===== src/rtl/core/cdq_pkg.sv =====
// Shared types, constants and helper functions for the circular deque.
`timescale 1ns / 1ps

package cdq_pkg;

  // Ring geometry.
  localparam int unsigned DEPTH = 16;
  localparam int unsigned PTR_W = (DEPTH > 1) ? $clog2(DEPTH) : 1;
  localparam int unsigned CNT_W = $clog2(DEPTH + 1);

  // Field widths fixed by the interface.
  localparam int unsigned DATA_W = 32;
  localparam int unsigned OP_W   = 2;
  localparam int unsigned STAT_W = 2;
  localparam int unsigned FILL_W = 5;

  typedef logic signed [DATA_W-1:0] data_t;
  typedef logic [OP_W-1:0]          op_t;
  typedef logic [STAT_W-1:0]        stat_t;
  typedef logic [FILL_W-1:0]        fill_t;
  typedef logic [PTR_W-1:0]         ptr_t;
  typedef logic [CNT_W-1:0]         cnt_t;

  // Operation codes.
  localparam op_t OP_PUSH_FRONT = 2'd0;
  localparam op_t OP_PUSH_REAR  = 2'd1;
  localparam op_t OP_POP_FRONT  = 2'd2;
  localparam op_t OP_POP_REAR   = 2'd3;

  // Status codes.
  localparam stat_t ST_DONE  = 2'd0;
  localparam stat_t ST_FULL  = 2'd1;
  localparam stat_t ST_EMPTY = 2'd2;

  localparam ptr_t PTR_LAST  = PTR_W'(DEPTH - 1);
  localparam cnt_t CNT_DEPTH = CNT_W'(DEPTH);

  // Commands from the controller to the datapath.
  typedef struct packed {
    logic load;  // capture the accepted input item
    logic exec;  // perform the operation and access the ring store
  } cmd_t;

  // Advance a pointer by one slot, wrapping past the last slot.
  function automatic ptr_t ptr_inc(ptr_t p);
    ptr_t r;
    r = (p == PTR_LAST) ? '0 : p + ptr_t'(1);
    return r;
  endfunction

  // Move a pointer back by one slot, wrapping below slot zero.
  function automatic ptr_t ptr_dec(ptr_t p);
    ptr_t r;
    r = (p == '0) ? PTR_LAST : p - ptr_t'(1);
    return r;
  endfunction

  // Fit the entry count into the reported fill count width.
  function automatic fill_t fill_of(cnt_t c);
    logic [CNT_W+FILL_W-1:0] wide;
    wide = {{FILL_W{1'b0}}, c};
    return wide[FILL_W-1:0];
  endfunction

endpackage


===== src/rtl/core/cdq_in_if.sv =====
// Request channel interface: operation code and value with valid/ready.
`timescale 1ns / 1ps

interface cdq_in_if;

  logic            valid;
  logic            ready;
  cdq_pkg::op_t    opcode;
  cdq_pkg::data_t  item_value;

  modport source (output valid, output opcode, output item_value, input ready);
  modport sink   (input valid, input opcode, input item_value, output ready);

endinterface


===== src/rtl/core/cdq_out_if.sv =====
// Result channel interface: popped value, status and fill flags with valid/ready.
`timescale 1ns / 1ps

interface cdq_out_if;

  logic            valid;
  logic            ready;
  cdq_pkg::data_t  popped_value;
  cdq_pkg::stat_t  status;
  cdq_pkg::fill_t  fill_count;
  logic            now_empty;
  logic            now_full;

  modport source (output valid, output popped_value, output status,
                  output fill_count, output now_empty, output now_full,
                  input ready);
  modport sink   (input valid, input popped_value, input status,
                  input fill_count, input now_empty, input now_full,
                  output ready);

endinterface


===== src/rtl/core/cdq_ctrl.sv =====
// Controller state machine that sequences one deque operation at a time.
`timescale 1ns / 1ps

module cdq_ctrl (
  input  logic          clk_i,
  input  logic          rst_ni,
  input  logic          in_valid_i,
  output logic          in_ready_o,
  output logic          out_valid_o,
  input  logic          out_ready_i,
  output cdq_pkg::cmd_t cmd_o
);

  localparam logic [1:0] S_IDLE = 2'd0;
  localparam logic [1:0] S_EXEC = 2'd1;
  localparam logic [1:0] S_RESP = 2'd2;

  logic [1:0] state_q, state_d;

  // Next-state logic.
  always_comb begin
    state_d = state_q;
    case (state_q)
      S_IDLE: begin
        if (in_valid_i) state_d = S_EXEC;
      end
      S_EXEC: begin
        state_d = S_RESP;
      end
      S_RESP: begin
        if (out_ready_i) state_d = S_IDLE;
      end
      default: begin
        state_d = S_IDLE;
      end
    endcase
  end

  // State register.
  always_ff @(posedge clk_i or negedge rst_ni) begin
    if (!rst_ni) begin
      state_q <= S_IDLE;
    end else begin
      state_q <= state_d;
    end
  end

  // Handshake and datapath commands.
  assign in_ready_o  = (state_q == S_IDLE);
  assign out_valid_o = (state_q == S_RESP);
  assign cmd_o.load  = in_ready_o && in_valid_i;
  assign cmd_o.exec  = (state_q == S_EXEC);

endmodule


===== src/rtl/core/cdq_datapath.sv =====
// Datapath: pointers, entry count, ring store and result registers.
`timescale 1ns / 1ps

module cdq_datapath (
  input  logic           clk_i,
  input  logic           rst_ni,
  input  cdq_pkg::cmd_t  cmd_i,
  input  cdq_pkg::op_t   opcode_i,
  input  cdq_pkg::data_t item_value_i,
  output cdq_pkg::data_t popped_value_o,
  output cdq_pkg::stat_t status_o,
  output cdq_pkg::fill_t fill_count_o,
  output logic           now_empty_o,
  output logic           now_full_o
);

  // Ring store; contents are undefined until written.
  cdq_pkg::data_t mem_q [cdq_pkg::DEPTH];

  cdq_pkg::op_t   op_q;
  cdq_pkg::data_t val_q;
  cdq_pkg::ptr_t  head_q, head_d;
  cdq_pkg::ptr_t  tail_q, tail_d;
  cdq_pkg::cnt_t  count_q, count_d;
  cdq_pkg::stat_t status_q, status_d;
  logic           pop_ok_q, pop_ok_d;
  cdq_pkg::data_t rd_q;

  logic           full, empty;
  logic           wr_en, rd_en;
  cdq_pkg::ptr_t  addr;

  assign full  = (count_q == cdq_pkg::CNT_DEPTH);
  assign empty = (count_q == '0);

  // Operation decode: pointer moves, store address and status.
  always_comb begin
    head_d   = head_q;
    tail_d   = tail_q;
    count_d  = count_q;
    status_d = cdq_pkg::ST_DONE;
    pop_ok_d = 1'b0;
    wr_en    = 1'b0;
    rd_en    = 1'b0;
    addr     = head_q;
    case (op_q)
      cdq_pkg::OP_PUSH_FRONT: begin
        if (full) begin
          status_d = cdq_pkg::ST_FULL;
        end else begin
          head_d  = cdq_pkg::ptr_dec(head_q);
          addr    = head_d;
          wr_en   = 1'b1;
          count_d = count_q + cdq_pkg::cnt_t'(1);
        end
      end
      cdq_pkg::OP_PUSH_REAR: begin
        if (full) begin
          status_d = cdq_pkg::ST_FULL;
        end else begin
          addr    = tail_q;
          tail_d  = cdq_pkg::ptr_inc(tail_q);
          wr_en   = 1'b1;
          count_d = count_q + cdq_pkg::cnt_t'(1);
        end
      end
      cdq_pkg::OP_POP_FRONT: begin
        if (empty) begin
          status_d = cdq_pkg::ST_EMPTY;
        end else begin
          addr     = head_q;
          head_d   = cdq_pkg::ptr_inc(head_q);
          rd_en    = 1'b1;
          pop_ok_d = 1'b1;
          count_d  = count_q - cdq_pkg::cnt_t'(1);
        end
      end
      cdq_pkg::OP_POP_REAR: begin
        if (empty) begin
          status_d = cdq_pkg::ST_EMPTY;
        end else begin
          tail_d   = cdq_pkg::ptr_dec(tail_q);
          addr     = tail_d;
          rd_en    = 1'b1;
          pop_ok_d = 1'b1;
          count_d  = count_q - cdq_pkg::cnt_t'(1);
        end
      end
      default: begin
        status_d = cdq_pkg::ST_DONE;
      end
    endcase
  end

  // Input capture; payload needs no reset.
  always_ff @(posedge clk_i) begin
    if (cmd_i.load) begin
      op_q  <= opcode_i;
      val_q <= item_value_i;
    end
  end

  // Pointers, count and result status.
  always_ff @(posedge clk_i or negedge rst_ni) begin
    if (!rst_ni) begin
      head_q   <= '0;
      tail_q   <= '0;
      count_q  <= '0;
      status_q <= cdq_pkg::ST_DONE;
      pop_ok_q <= 1'b0;
    end else if (cmd_i.exec) begin
      head_q   <= head_d;
      tail_q   <= tail_d;
      count_q  <= count_d;
      status_q <= status_d;
      pop_ok_q <= pop_ok_d;
    end
  end

  // Ring store with one write or one registered read per operation.
  always_ff @(posedge clk_i) begin
    if (cmd_i.exec && wr_en) begin
      mem_q[addr] <= val_q;
    end
    if (cmd_i.exec && rd_en) begin
      rd_q <= mem_q[addr];
    end
  end

  // Result fields.
  assign popped_value_o = pop_ok_q ? rd_q : '0;
  assign status_o       = status_q;
  assign fill_count_o   = cdq_pkg::fill_of(count_q);
  assign now_empty_o    = (count_q == '0);
  assign now_full_o     = (count_q == cdq_pkg::CNT_DEPTH);

endmodule


===== src/rtl/core/circular_deque.sv =====
// Top level of the circular deque: controller plus datapath on two channels.
`timescale 1ns / 1ps

// Double-ended queue of cdq_pkg::DEPTH 32-bit entries held in a ring store.
// Each request on in_i pushes at the front or rear or pops from the front or
// rear, and yields exactly one result on out_o with the popped value (zero
// unless a pop succeeded), a status code (done, refused full, refused empty),
// the fill count and the empty and full flags after the operation. Requests
// are handled one at a time: after a request transfer, the controller passes
// through an execute state, in which the operation accesses the ring store,
// then a response state, in which the result is offered from the store's
// registered read port. The next request is taken only after the result
// transfer, once the controller is back in idle, so no new request is
// taken while the result waits for out_o.
// The ring store has no reset and needs no clearing pass; the pointers and
// the count come out of reset at zero.
module circular_deque (
  input  logic     clk_i,
  input  logic     rst_ni,
  cdq_in_if.sink   in_i,
  cdq_out_if.source out_o
);

  cdq_pkg::cmd_t cmd;

  // Sequencing of requests and results.
  cdq_ctrl u_ctrl (
    .clk_i       (clk_i),
    .rst_ni      (rst_ni),
    .in_valid_i  (in_i.valid),
    .in_ready_o  (in_i.ready),
    .out_valid_o (out_o.valid),
    .out_ready_i (out_o.ready),
    .cmd_o       (cmd)
  );

  // Storage and operation logic.
  cdq_datapath u_datapath (
    .clk_i          (clk_i),
    .rst_ni         (rst_ni),
    .cmd_i          (cmd),
    .opcode_i       (in_i.opcode),
    .item_value_i   (in_i.item_value),
    .popped_value_o (out_o.popped_value),
    .status_o       (out_o.status),
    .fill_count_o   (out_o.fill_count),
    .now_empty_o    (out_o.now_empty),
    .now_full_o     (out_o.now_full)
  );

endmodule

===== src/flat_wrapper.sv =====
// flat-port wrapper written by rule: the top's interface ports become plain ports
module circular_deque_flat 
  (clk_i, rst_ni, in_i_valid, in_i_opcode, in_i_item_value, in_i_ready, out_o_valid, out_o_popped_value, out_o_status, out_o_fill_count, out_o_now_empty, out_o_now_full, out_o_ready);
  cdq_in_if in_i_i ();
  cdq_out_if out_o_i ();
  input  logic clk_i;
  input  logic rst_ni;
  input wire logic [$bits(in_i_i.valid)-1:0] in_i_valid;
  input wire logic [$bits(in_i_i.opcode)-1:0] in_i_opcode;
  input wire logic [$bits(in_i_i.item_value)-1:0] in_i_item_value;
  output wire logic [$bits(in_i_i.ready)-1:0] in_i_ready;
  output wire logic [$bits(out_o_i.valid)-1:0] out_o_valid;
  output wire logic [$bits(out_o_i.popped_value)-1:0] out_o_popped_value;
  output wire logic [$bits(out_o_i.status)-1:0] out_o_status;
  output wire logic [$bits(out_o_i.fill_count)-1:0] out_o_fill_count;
  output wire logic [$bits(out_o_i.now_empty)-1:0] out_o_now_empty;
  output wire logic [$bits(out_o_i.now_full)-1:0] out_o_now_full;
  input wire logic [$bits(out_o_i.ready)-1:0] out_o_ready;
  assign in_i_i.valid = in_i_valid;
  assign in_i_i.opcode = in_i_opcode;
  assign in_i_i.item_value = in_i_item_value;
  assign in_i_ready = in_i_i.ready;
  assign out_o_valid = out_o_i.valid;
  assign out_o_popped_value = out_o_i.popped_value;
  assign out_o_status = out_o_i.status;
  assign out_o_fill_count = out_o_i.fill_count;
  assign out_o_now_empty = out_o_i.now_empty;
  assign out_o_now_full = out_o_i.now_full;
  assign out_o_i.ready = out_o_ready;
  circular_deque u_core (.clk_i(clk_i), .rst_ni(rst_ni), .in_i(in_i_i), .out_o(out_o_i));
endmodule

===== config.mk =====
export PLATFORM = sky130hd
export DESIGN_NAME = circular_deque_flat
export DESIGN_NICKNAME = d
export VERILOG_FILES = /design/src/rtl/core/cdq_pkg.sv /design/src/rtl/core/cdq_in_if.sv /design/src/rtl/core/cdq_out_if.sv /design/src/rtl/core/cdq_ctrl.sv /design/src/rtl/core/cdq_datapath.sv /design/src/rtl/core/circular_deque.sv /design/src/flat_wrapper.sv
export SDC_FILE = /design/constraint.sdc
export NUM_CORES = 1
export LEC_CHECK = 0
export ABC_AREA = 0
export BUFFER_PORTS_ARGS = -buffer_cell sky130_fd_sc_hd__buf_4
export CELL_PAD_IN_SITES_DETAIL_PLACEMENT = 1
export CELL_PAD_IN_SITES_GLOBAL_PLACEMENT = 1
export CORE_MARGIN = 2
export CORE_UTILIZATION = 45
export CTS_CLUSTER_SIZE = 10
export DETAILED_ROUTE_END_ITERATION = 12
export MAX_ROUTING_LAYER = met4
export PLACE_DENSITY = 0.77
export SLEW_MARGIN = 20
export SYNTH_ARGS = -nofsm -noshare
export SYNTH_HDL_FRONTEND = slang
export SYNTH_HIERARCHICAL = 1
export SYNTH_SLANG_ARGS = --single-unit
export TNS_END_PERCENT = 100

===== constraint.sdc =====
create_clock -name clk_i -period 3.56 [get_ports clk_i]
set_input_delay 0.712 -clock clk_i [delete_from_list [all_inputs] [get_ports clk_i]]
set_output_delay 0.712 -clock clk_i [all_outputs]
set_load 0.05 [all_outputs]

### Word-level counts from Yosys, hierarchy flattened

Memory sizes are Yosys's and may differ from the RTL's. A register that Yosys moved wholly into a read port is not among the register bits.
Cells that the tools add are included.

| operators by class | value |
|---|---|
| add/sub/neg operators | 6 |
| eq/ne operators | 15 |
| mux-type cells | 29 |
| reduce and logical (&&, ||, !) cells | 16 |

Operator list:

| operator | count |
|---|---|
| 2-to-1 mux 4 bit | 10 |
| 2-to-1 mux 32 bit | 1 |
| case mux 4 bit (2 select lines) | 2 |
| case mux 4 bit (4 select lines) | 1 |
| inequality test 2 bit (second input constant) | 6 |
| 2-to-1 mux 5 bit | 2 |
| case mux 5 bit (2 select lines) | 1 |
| adder 4 x 1 -> 4 bit (second input constant) | 2 |
| equality test 4 bit (second input constant) | 2 |
| zero test 4 bit | 2 |
| subtractor 4 x 1 -> 4 bit (second input constant) | 2 |
| 2-to-1 mux 1 bit | 7 |
| equality test 2 bit (second input constant) | 3 |
| 2-to-1 mux 2 bit | 3 |
| case mux 2 bit (3 select lines) | 1 |
| AND reduction 3 bit | 2 |
| adder 5 x 1 -> 5 bit (second input constant) | 1 |
| equality test 5 bit (second input constant) | 1 |
| zero test 5 bit | 1 |
| subtractor 5 x 1 -> 5 bit (second input constant) | 1 |
| equality test 2 x 1 -> 1 bit (second input constant) | 2 |
| zero test 2 bit | 2 |
| case mux 2 bit (2 select lines) | 1 |
| AND reduction 4 bit | 1 |
| other kinds (5) | 9 |

| word-level totals | value |
|---|---|
| register bits after elaboration | 52 |
| RAM bits | 512 |
| input port bits | 38 |
| output and inout bits | 43 |
| logic and storage cells | 75 |
| memories kept | 1 |

Memories:

| memory | depth | width | rd ports | clocked after Yosys merged registers in | write ports | RTL line | source |
|---|---|---|---|---|---|---|---|
| u_core.u_datapath.mem_q | 16 | 32 | 1 | 1 | 1 | cdq_datapath.sv:18 | `cdq_pkg::data_t mem_q [cdq_pkg::DEPTH];` |

### Logic depth before layout (Yosys ltp)

| depth | value |
|---|---|
| word-level depth | 6 |
| mapped depth | 12 |
| gate-level depth less buffers | 9 |

### Hierarchy

The synthesis kept the hierarchy.

By module, submodules not included:

| module | instances | cells each | area each (µm²) | seq. area each (µm²) |
|---|---|---|---|---|
| cdq_datapath | 1 | 1,568 | 23,884.2 | 17,757.0 |
| cdq_ctrl | 1 | 9 | 90.1 | 50.0 |

### Worst setup path after synthesis

No wires, ideal clock.

| timing path | value |
|---|---|
| path type | reg2reg |
| from | register u_core.u_datapath.count_q[1], in the netlist u_core/u_datapath/fill_count_o[1] |
| to | memory u_core/u_datapath/mem_q[13][0] (netlist bit), enable pin |
| setup time | 0.392 ns |
| arrival time | 3.537 ns |
| data required time | 3.168 ns |
| setup slack | -0.369 ns |
| cell stages (with the launch flop) | 10 |
| buffers on the path | 2 |
| clock period less this slack | 3.929 ns |
| cell sequence | dfrtp_1 nor4_2 nand2_1 inv_2 a221oi_2 or2_1 buf_4 buf_2 nor2_1 and3_1 |

| between the ends | value |
|---|---|
| longest elaborated chain between the ends | 6 |
| elaborated cells between the ends (all ways) | 11 |
| classes of those cells | 1 x eq/ne; 8 x mux; 2 x reduce/logical |

RTL lines:

| item | RTL line | source |
|---|---|---|
| from (decl) | cdq_datapath.sv:24 | `cdq_pkg::cnt_t count_q, count_d;` |
| from (signal assigned) | cdq_datapath.sv:114 | `count_q <= count_d;` |
| equality test 5 bit * | -- |  |
| via out_o_now_full | flat_wrapper.sv:17 | `output wire logic [$bits(out_o_i.now_full)-1:0] out_o_now_full;` |
| 2-to-1 mux 1 bit | cdq_datapath.sv:48, cdq_datapath.sv:58 |  |
| 2-to-1 mux 1 bit | -- |  |
| logical AND 1 bit | cdq_datapath.sv:122 | `if (cmd_i.exec && wr_en) begin` |
| 2-to-1 mux 1 bit | cdq_datapath.sv:122 |  |
| 2-to-1 mux 1 bit (not written as such) | cdq_datapath.sv:123 | `mem_q[addr] <= val_q;` |
| to (decl) | cdq_datapath.sv:18 |  |

The timed path passes the listed nets; every way through them passes the cells marked *.

### Final worst setup path

| timing path | value |
|---|---|
| from | register u_core.u_datapath.count_q[3], in the netlist u_core/u_datapath/fill_count_o[3] |
| to | register u_core.u_datapath.rd_q[14] (read register of u_core.u_datapath.mem_q) (data pin) |

| between the ends | value |
|---|---|
| longest elaborated chain between the ends | 4 |
| elaborated cells between the ends (all ways) | 9 |
| classes of those cells | 1 x eq/ne; 6 x mux; 2 x reduce/logical |

RTL lines:

| item | RTL line | source |
|---|---|---|
| parallel branches: the longest is 4 deep, another holds equality test 5 bit | -- |  |
| to (decl) | cdq_datapath.sv:27 | `cdq_pkg::data_t rd_q;` |

Several ways; the timed one is not identified.
A chain may end at the register's enable or synchronous reset.

==> summary.md <==
The run finished with clean final reports. The initial DRC count came out at 1479. The combinational share of power is 38.7%.

The synthesized netlist contains 58 unique library cells. The total global-route track usage is 26.3%. For the final routed database, the setup TNS stands at 0 ps. For this run the aggregate overflow at the end of global routing stands at 0. The flop and latch count out of synthesis works out to 596. At the worst endpoint, the arrival time is 3890 ps. The logs give 5 for the first-pass iteration count of the detailed router and 24.8 ps for the final setup skew. The fraction of power spent switching nets is 38.5%.

The tools report the relative contribution of sequential cells to total power as 36.4%. The internal power of the cells totals 15.6 mW. The number of synthesized flops with an enable pin works out to 578.

The run gives 0 as the setup-violating endpoint count in the final report. Yosys attributes the largest share of cell area to sky130_fd_sc_hd__edfxtp_1 72%, sky130_fd_sc_hd__a211o_1 4.5%, sky130_fd_sc_hd__o21a_1 3.9%. In the routed layout, each cell is associated on average with a via count of 6.28. Detailed placement ended at an HPWL of 40.3 mm. Post-CTS timing repair inserted 0 buffers for setup. The net total in the final layout came out at 1741. In this run the power spent charging and discharging nets is 9.74 mW.

The number of top-level pins is 81, and the last weighted congestion value of the routability-driven placer is 0.792. The post-synthesis cell type with the largest combined area was sky130_fd_sc_hd__edfxtp_1. From left edge to right edge, the die measures 235 µm.

Counting flops with an async set or reset pin after synthesis yields a share of 3.02%. After clock tree synthesis, the clock-pin slew on the worst setup and hold paths is 50 ps. The count of nets left with antenna violations after detail routing was 0. The transition time of the tightest slew-check pin works out to 832 ps.

For the final antenna diode count, the log shows 0. The top cell type by area accounts for 72.4% of the synthesized area. The timing-limited maximum frequency is 0.290 GHz.

The logs give 0.000489 V for the maximum resistive drop on vdd and 70 for the number of buffers created by CTS. The run gives 4000 ps as the data required time at the worst endpoint. The clock drives 596 sinks.

Synthesis produced a netlist whose cell count is 1577. The die extent in y is 235 µm. Of the synthesized area, sequential elements account for 74.3%.

The initial utilization of the core area, before any placement, comes to 45.5%. Along the worst path, the maximum fanout reaches 42. The detailed router placed 15097 vias in this run. In the routed design, unresolved DRC markers number 0. Setup repair after global routing left no endpoint under its margin. Entering global routing, the biggest net connects 78 pins. The initial antenna violation count was 0. The run gives 55100 µm² as the floorplan die area.

The path category of the worst min-delay check is input port to flop. The first global-routing pass estimated 106 mm of wire. The proportion of layout cells with a drive suffix above 1 came out at 16.9%. The commonest cells after synthesis are 578 x sky130_fd_sc_hd__edfxtp_1, 142 x sky130_fd_sc_hd__nand2_1, 135 x sky130_fd_sc_hd__a21oi_1. The cell area that synthesis handed to floorplanning was 24000 µm². The critical path is of the flop to flop type. Compared with the post-synthesis result, the final layout area differs by 17.5%. The worst pin sits at a relative slew slack of 44.6%. The average footprint of a synthesized cell is 15.2 µm², and the routed wire length is 70.2 mm.

Summing internal, switching and leakage power gives 25.3 mW. The worst setup path is captured at a flop. During placement, the flow inserted port buffers numbering 80. The worst path uses 96.9% of the clock period.

The tool flagged a number of max-cap violations equal to 0. The Yosys warning count is 6, and the total power per unit cell area is 899 nW/µm². The number of nets handed over by synthesis was 1623.

The root buffer cell chosen for the clock tree is sky130_fd_sc_hd__clkbuf_16. Number of hold violations in the final report: 0. The leading register cell type out of synthesis is sky130_fd_sc_hd__edfxtp_1.

Among all cell types in the netlist, the one instantiated most often is sky130_fd_sc_hd__edfxtp_1. Floorplan row count: 84. The clock network burns 24.9% of the power.

The max-slew violation total from the final report was 0. TritonCTS built the clock tree. The clock latency at the later pin of the worst-skew pair is 610 ps, and the core footprint is 52700 µm².

After layout, the minimum clock period comes to 3450 ps. The via count of the first global-routing pass is 16284, and the H-tree level count is 3. The worst setup path is launched from a flop. The average wire length per cell after detail routing was 29.2 µm. Summed over all cells, the static leakage comes to 9.22 nW. The longest clock path from root to sink contains 3 buffers.
-- critical path, stage by stage, from the launching register on --
cell,delay (ps)
sky130_fd_sc_hd__dfrtp_1,420
sky130_fd_sc_hd__or4_1,640
sky130_fd_sc_hd__o21a_1,290
sky130_fd_sc_hd__mux2i_4,310
sky130_fd_sc_hd__buf_4,570
sky130_fd_sc_hd__buf_4,420
sky130_fd_sc_hd__o21a_1,160
sky130_fd_sc_hd__a211oi_1,50
sky130_fd_sc_hd__a211o_1,240
sky130_fd_sc_hd__nand4_1,130
-- what timing repair did --
item | CTS | global route
hold buffers | 1 | 0
gates resized for setup | 0 | 3
endpoints found under the setup margin | 0 | 19
endpoints found under the hold margin | 18 | 0
-- cells by family (layout without fill, tap and decap cells) --
| logic type | after synthesis | in the layout | synth area share [%] |
|---|---|---|---|
| xor gates and xnor gates | 11 | 11 | 0.402 |
| adders and majority gates | 8 | 8 | 0.449 |
| AOI/OAI and AO/OA | 553 | 553 | 16.6 |
| muxes | 11 | 11 | 0.746 |
| buffers and inverters | 135 | 273 | 2.33 |
| and+or+nand+nor | 263 | 263 | 5.24 |
| DFF | 596 | 596 | 74.3 |
-- layout by cell type (no fill, tap or decap), types with 3 or more instances in the layout --
cell type | Yosys | layout
sky130_fd_sc_hd__edfxtp_1 | 578 | 578
sky130_fd_sc_hd__nand2_1 | 142 | 142
sky130_fd_sc_hd__a21oi_1 | 135 | 135
sky130_fd_sc_hd__buf_4 | 2 | 126
sky130_fd_sc_hd__o21a_1 | 125 | 125
sky130_fd_sc_hd__a211oi_1 | 124 | 124
sky130_fd_sc_hd__a211o_1 | 124 | 124
sky130_fd_sc_hd__clkbuf_16 | 0 | 71
sky130_fd_sc_hd__buf_12 | 0 | 40
sky130_fd_sc_hd__and2_1 | 34 | 33
sky130_fd_sc_hd__nand4_1 | 33 | 33
sky130_fd_sc_hd__dfrtp_1 | 18 | 18
sky130_fd_sc_hd__clkbuf_1 | 77 | 12
sky130_fd_sc_hd__nor2_1 | 15 | 12
sky130_fd_sc_hd__inv_1 | 12 | 12
sky130_fd_sc_hd__o21ai_0 | 12 | 11
sky130_fd_sc_hd__xnor2_1 | 9 | 9
sky130_fd_sc_hd__and3_4 | 0 | 8
sky130_fd_sc_hd__and3_2 | 0 | 8
sky130_fd_sc_hd__ha_1 | 7 | 7
sky130_fd_sc_hd__mux2_2 | 5 | 5
sky130_fd_sc_hd__clkinv_8 | 0 | 4
sky130_fd_sc_hd__a21o_1 | 4 | 4
sky130_fd_sc_hd__nand3_1 | 6 | 4
sky130_fd_sc_hd__mux4_2 | 4 | 4
sky130_fd_sc_hd__nor2b_1 | 3 | 3
sky130_fd_sc_hd__o31ai_1 | 3 | 3
sky130_fd_sc_hd__nand2b_1 | 3 | 3
sky130_fd_sc_hd__a22o_1 | 3 | 3
sky130_fd_sc_hd__a22oi_1 | 3 | 3
-- layer usage --
metal  global-route usage (%)  wire length (µm)
met5                        -                 0
met4                     11.2              2580
met3                     4.14              4320
met2                     42.6             35100
met1                     33.0             28300
-- final cells by class --
class,instances,area [µm²]
fillers,4881,24500
flip-flops and latches,596,17800
multi-input cells,846,5750
clock buffers,83,1820
repair buffers,168,1770
well taps,688,861
clock inverters,9,106
inverters,13,48.8
-- power by group through the flow --
stage	registers (mW)	logic, mW	clock network, mW
after global routing	9.28	10.4	6.66
after detailed placement	9.34	9.62	0
after global placement	9.28	9.21	0
final	9.21	9.80	6.30
after floorplan	9.20	5.96	0
after CTS	9.20	9.75	6.42
-- worst paths after layout --
| path | startpoint | to | slack [ps] | cells past startpoint |
|---|---|---|---|---|
| setup reg to reg | u_core/u_datapath/fill_count_o[3]$_DFFE_PN0P_ | u_core/u_datapath/rd_q[14]$_DFFE_PP_ | 110 | 9 |
| min in group asynchronous | rst_ni | u_core/u_datapath/tail_q[1]$_DFFE_PN0P_ | 520 | 2 |
| hold / removal | in_i_item_value[2] | u_core/u_datapath/val_q[2]$_DFFE_PP_ | 270 | 1 |
| max in group asynchronous | rst_ni | u_core/u_ctrl/state_q[1]$_DFFE_PN0P_ | 2830 | 2 |
| setup / recovery | u_core/u_datapath/fill_count_o[3]$_DFFE_PN0P_ | u_core/u_datapath/rd_q[14]$_DFFE_PP_ | 110 | 9 |
| hold reg to reg | u_core/u_datapath/status_o[0]$_DFFE_PN0P_ | u_core/u_datapath/status_o[0]$_DFFE_PN0P_ | 510 | 2 |
-- state kept, by name, summed over array words and instances (netlist names) --
register and flops:
u_core/u_datapath/pop_ok_q 1, u_core/u_datapath/head_q 4, u_core/u_datapath/rd_q 32, u_core/u_datapath/op_q 2, u_core/u_datapath/status_o 2, u_core/u_ctrl/state_q 2, u_core/u_datapath/mem_q 512, u_core/u_datapath/val_q 32
u_core/u_datapath/fill_count_o 5, u_core/u_datapath/tail_q 4
-- stage by stage --
step	util (%)	setup WS (ps)	hold slack, ps	instances	cell area [µm²]
after floorplan	-	23.9	416	1577	24000
after global routing	53.5	7.61	260	2403	28200
final	53.5	111	273	2403	28200
after detailed placement	49.8	126	493	2310	26200
after CTS	53.5	53.7	242	2403	28100
after global placement	49.8	176	484	2310	26200
Note: power is estimated with default switching activity, not from simulation.
